File: config.mk
export PLATFORM = sky130hd
export DESIGN_NAME = fsl_div_cell
export DESIGN_NICKNAME = d
export VERILOG_FILES = /design/src/sv/fsl_pkg.sv /design/src/sv/fsl_div_cell.sv
export SDC_FILE = /design/constraint.sdc
export NUM_CORES = 1
export LEC_CHECK = 0
export BUFFER_PORTS_ARGS = -buffer_cell sky130_fd_sc_hd__buf_2
export CAP_MARGIN = 20
export CORE_MARGIN = 2
export CORE_UTILIZATION = 49
export CTS_BUF_LIST = sky130_fd_sc_hd__clkbuf_4 sky130_fd_sc_hd__clkbuf_8
export DETAILED_ROUTE_END_ITERATION = 10
export PLACE_DENSITY_LB_ADDON = 0.1
export REMOVE_ABC_BUFFERS = 1
export SLEW_MARGIN = 20
export SYNTH_ARGS = -nofsm -noshare
export SYNTH_HDL_FRONTEND = slang
export SYNTH_SLANG_ARGS = --single-unit
File: constraint.sdc
create_clock -name clk_i -period 5.4 [get_ports clk_i]
set_clock_uncertainty 0.05 [all_clocks]
set_input_delay 0.54 -clock clk_i [delete_from_list [all_inputs] [get_ports clk_i]]
set_output_delay 0.54 -clock clk_i [all_outputs]
set_load 0.1 [all_outputs]
File: src/sv/fsl_pkg.sv
// package: types, codes, constants and helpers for the slope limiter
`default_nettype none
package fsl_pkg;

  localparam int FRAC_BITS_DEF = 16;
  localparam int DIV_CELLS     = 32;
  localparam int CFG_IDX_W     = 2;
  localparam int CFG_DATA_W    = 16;

  localparam logic [2:0]  MODE_RESET = 3'd2;
  localparam logic [15:0] EPS_RESET  = 16'd655;

  typedef enum logic [2:0] {
    MODE_FIRST    = 3'd0,
    MODE_UNLIM    = 3'd1,
    MODE_VANLEER  = 3'd2,
    MODE_SUPERBEE = 3'd3,
    MODE_MC       = 3'd4,
    MODE_KOREN    = 3'd5,
    MODE_THIRD    = 3'd6,
    MODE_INVALID  = 3'd7
  } fsl_mode_e;

  typedef enum logic [CFG_IDX_W-1:0] {
    CFG_MODE = 2'd0,
    CFG_EPS  = 2'd1
  } fsl_cfg_idx_e;

  typedef struct packed {
    logic [31:0] rem;
    logic [31:0] lo;
    logic [31:0] den;
    logic        inv;
    logic        use_div;
    logic [31:0] base;
    logic        bad;
  } fsl_cell_t;

  function automatic logic signed [33:0] fsl_min(logic signed [33:0] a, logic signed [33:0] b);
    return (a < b) ? a : b;
  endfunction

  function automatic logic signed [33:0] fsl_max(logic signed [33:0] a, logic signed [33:0] b);
    return (a > b) ? a : b;
  endfunction

  function automatic logic [31:0] fsl_sat(logic signed [33:0] v);
    if (v > 34'sd2147483647) begin
      return 32'h7fffffff;
    end else if (v < -34'sd2147483648) begin
      return 32'h80000000;
    end
    return v[31:0];
  endfunction

endpackage
`default_nettype wire

File: src/sv/fsl_div_cell.sv
// one restoring divider cell: one quotient bit per cell
`default_nettype none
module fsl_div_cell import fsl_pkg::*; (
  input  wire logic      clk_i,
  input  wire logic      rst_ni,
  input  wire logic      in_valid_i,
  output logic           in_ready_o,
  input  wire fsl_cell_t in_data_i,
  output logic           out_valid_o,
  input  wire logic      out_ready_i,
  output fsl_cell_t      out_data_o
);

  logic      v_q;
  fsl_cell_t d_d, d_q;
  logic [32:0] rs, diff;
  logic        ge;

  assign in_ready_o  = !v_q || out_ready_i;
  assign out_valid_o = v_q;
  assign out_data_o  = d_q;

  always_comb begin
    rs   = {in_data_i.rem, in_data_i.lo[31]};
    diff = rs - {1'b0, in_data_i.den};
    ge   = (rs >= {1'b0, in_data_i.den});
    d_d     = in_data_i;
    d_d.rem = ge ? diff[31:0] : rs[31:0];
    d_d.lo  = {in_data_i.lo[30:0], ge};
  end

  always_ff @(posedge clk_i or negedge rst_ni) begin
    if (!rst_ni) begin
      v_q <= 1'b0;
    end else if (in_ready_o) begin
      v_q <= in_valid_i;
    end
  end

  always_ff @(posedge clk_i) begin
    if (in_ready_o) d_q <= d_d;
  end

endmodule
`default_nettype wire

-- Word-level counts from Yosys, hierarchy flattened
Index checks and enable logic that the tools add are counted.
- $add $sub $neg: 1
- order comparisons: 1
- muxes and demuxes: 1
- reductions and logical operators: 2
- operators with widths (kind ; count):
    33-bit by 32-bit >= comparator with 1-bit output ; 1
    32-bit two-way mux ; 1
    32-bit subtractor ; 1
    1-bit logical NOT ; 1
    1-bit logical OR ; 1
- register bits after elaboration: 132
- bits of input ports: 135
- output and inout port bits: 133
- word-level logic and storage cells: 13

-- Longest topological paths before layout
- depth after elaboration: 2
- gate-level depth with buffers: 13
- depth with buffers taken out: 12

-- Worst setup path after synthesis
Ideal clock, no wire load.
- path type: register to register
- start: register v_q, in the netlist out_valid_o
- end: register d_q, in the netlist out_data_o[0] (enable)
- setup time: 1.368 ns
- arrival: 3.926 ns
- required time: 3.982 ns
- slack: 0.056 ns
- stages on the path, launching flop included: 2
- buffers on the path: 0
- clock period less this slack: 5.344 ns
- cells stage by stage: dfrtp_1 nand2b_1
- word-level cells in the longest chain between the ends: 2
- ends and longest elaborated chain (item ; RTL line ; RTL):
    start, declared ; fsl_div_cell.sv:14 ; logic v_q;
    start signal, assigned ; fsl_div_cell.sv:36 ; v_q <= in_valid_i;
    1-bit logical NOT ; fsl_div_cell.sv:19 ; assign in_ready_o = !v_q || out_ready_i;
    1-bit logical OR ; fsl_div_cell.sv:19 ;
    via in_ready_o ; fsl_div_cell.sv:7 ; output logic in_ready_o,
    end signal, assigned ; fsl_div_cell.sv:41 ; if (in_ready_o) d_q <= d_d;
    end, declared ; fsl_div_cell.sv:15 ; fsl_cell_t d_d, d_q;
The timed path passes the listed nets, and every way through them passes these cells.
A chain may end at the register's enable or synchronous reset.

==> flow_summary.ini <==
[logic_synthesis]
synth.cells.most_frequent = edfxtp_1, a21oi_1, inv_1
synthesis.area_um2 = 6181
seq_area_frac_synth_pct = 64.05
ys_types = 49
synth_ff_type = edfxtp_1
ys_ff_latch = 132
yosysMostFrequentCell = edfxtp_1
async_flop_share_pct = 0.7576
synth_edf_count = 131
synth_top_area_cell = edfxtp_1
synth_area_leaders = edfxtp_1, ha_1, a21oi_1
syn_avg_cell_area_um2 = 12.90
yosysTopAreaCellShare_pct = 63.64
synth_cells = 479
ys_warn_count = 0

[cells_and_area]
fin_nets = 920
drive_gt1_share_pct = 40.78
diodes = 0
fin_util_pct = 64.93
regArea_um2 = 3959
nFillCells = 1013
multi_input_area_um2 = 1997
area_delta_synth_final_pct = 30.95

[clock_tree]
cts_sinks = 132
postCtsSetupBuffers = 0
clk_latency_ns = 0.43
cts_buffers = 17
cts-root-buf = clkbuf_8
clk_pin_slew_ns = 0.08
h-tree-depth = 4
cts_tree = done
cts_buffer_depth = 2

[power]
ir_drop_v = 0.0001587
power_density_nw_per_um2 = 404.0
leakagePower_uw = 0.003631

[die]
dieArea_um2 = 13530
die_w_um = 116.3
io-pin-count = 268
die_h_um = 116.3
core-area_um2 = 12470
rows = 41
start_util_pct = 49.58

[setup_path]
crit_chain = buf_2 > inv_1 > ha_1 > nand4_1 > or4_1 > a21oi_1 > nor3_1 > a211oi_2 > o21ai_2 > o31ai_4 > buf_4 > mux2_2
cp_max_fo = 12
worstPathArrival_ns = 3.62
path_buf_inv = 3
critPathCaptureType = flip-flop
crit_slowest_cell = o31ai_4
max_stage_delay_ns = 0.55
cp_top_family = compound AO/OA/AOI/OAI gates
startpoint_type = input port
r2r_slack_ns = 3.47
cp_data_required_time_ns = 5.54
critPathKind = input port to flip-flop
r2r-end = out_data_o[95]$_DFFE_PP_
reg2regPathDepth = 2
r2r_start = out_valid_o$_DFFE_PN0P_

[grt]
grt_max_degree = 51
overflow = 0
grt_pass1_wl_mm = 22.67
antenna_found_initial = 0
grt_pass1_vias = 4552
grt_use_total_pct = 21.99

[worst_hold_path]
hold_path_depth = 1
min-delay-start = in_data_i[81]
min_to = out_data_o[82]$_DFFE_PP_
min_path_type = input port to flip-flop

[routing]
drtIter0Drc = 399
drc = 0
vias = 4789
final_antenna_net_count = 0
detail_route.wl_per_cell_um = 16.25
drt-total-wl_mm = 15.22
viasPerCell = 5.111
first_pass_iters = 5

[placed_design]
hpwlAfterDp_mm = 11.82
place_congestion = 0.8948
portBuffers = 267

[run_status]
status = completed

[sta]
final_hold_viol_count = 0
max_freq_mhz = 287.5
setup_viol = 0
slew_violations = 0
tns_ns = 0
rsz0062_at_grt = false
max-slew-margin-rel_pct = 59.51
period_needed_ns = 3.478
worst_slew_pin_slew_ns = 0.6073
finalCritPeriodShare_pct = 64.41

[run]
cap_viol_max_count = 0
[worst register-to-register path, cell delays in order (launching register included)]
cell      delay, ns
dfrtp_1        0.41
nand2b_4       0.45
buf_4          0.64
[kinds of logic (layout without fill, tap and decap cells)]
kind of cell               after synthesis  in the layout  synth area share [%]
and+or+nand+nor                        101            101                 7.733
DFF                                    132            132                 64.05
buffers and inverters                   56            342                 3.765
muxes                                   11             11                 1.984
xor gates and xnor gates                27             27                 3.826
AOI/OAI and AO/OA                      119            119                 11.84
adders and majority gates               33             33                 6.802
[placed cells by master (no fill, tap or decap), types with 12 or more instances in the layout]
| cell | Yosys | layout |
|---|---|---|
| clkbuf_8 | 0 | 17 |
| a21oi_1 | 56 | 56 |
| xor2_1 | 12 | 12 |
| o21ai_0 | 16 | 16 |
| nor2_1 | 35 | 35 |
| a21o_1 | 12 | 12 |
| nand2_1 | 26 | 26 |
| buf_2 | 8 | 267 |
| edfxtp_1 | 131 | 131 |
| ha_1 | 32 | 32 |
| inv_1 | 38 | 38 |
| xnor2_1 | 15 | 15 |
[through the flow]
stage / hold WS (ns) / worst slack, ns / power (µW) / area (µm²) / cells
floorplan: 0.1944 / 0.05565 / 2269 / 6091 / 461
global placement: 0.2659 / 1.536 / 2466 / 7692 / 904
detailed placement: 0.2692 / 1.473 / 2474 / 7692 / 904
CTS: 0.1947 / 1.943 / 3292 / 8094 / 937
global route: 0.1927 / 1.652 / 3390 / 8094 / 937
finish: 0.2257 / 1.922 / 3270 / 8094 / 937
[sequential cells by signal, summed over array words and instances (netlist names)]
| name | cells |
|---|---|
| out_data_o | 131 |
| out_valid_o | 1 |
[where the power goes]
| group | switching, µW | internal [µW] | leakage (µW) |
|---|---|---|---|
| sequential | 22.6 | 1250 | 0.00132 |
| clock | 406 | 412 | 0.000185 |
| combinational | 959 | 220 | 0.00212 |
| total | 1390 | 1880 | 0.00363 |
[what timing repair did]
item | 4_1_cts | 5_1_grt
resized for setup | 0 | 0
hold buffers | 1 | 0
hold endpoints to repair | 1 | 0
[routing by layer]
metal	wire length, µm	track usage, %	vias up
met5	0	0	-
met4	306	8.492	0
met3	1346	6.383	27
met2	7497	36.98	208
met1	6074	26.92	2229
li1	-	-	2325
[worst max path at each step]
stage,start,endpoint,slack (ns),cells past startpoint
2_1_floorplan,out_valid_o$_DFFE_PN0P_,out_data_o[0]$_DFFE_PP_,0.06,1
3_3_place_gp,in_data_i[35],out_data_o[129]$_DFFE_PP_,1.54,12
3_5_place_dp,in_data_i[42],out_data_o[103]$_DFFE_PP_,1.47,12
4_1_cts,in_data_i[42],out_data_o[109]$_DFFE_PP_,1.94,12
5_1_grt,in_data_i[50],out_data_o[109]$_DFFE_PP_,1.65,12
6_report,in_data_i[50],out_data_o[109]$_DFFE_PP_,1.92,12
[layout make-up]
type,instances,share of cell area (%)
clock buffers,17,2.891
clock inverters,15,1.948
inverters,38,1.762
multi-input cells,291,24.67
flip-flops and latches,132,48.91
well taps,172,2.659
repair buffers,272,17.16
Note: power is estimated with default switching activity, not from simulation.
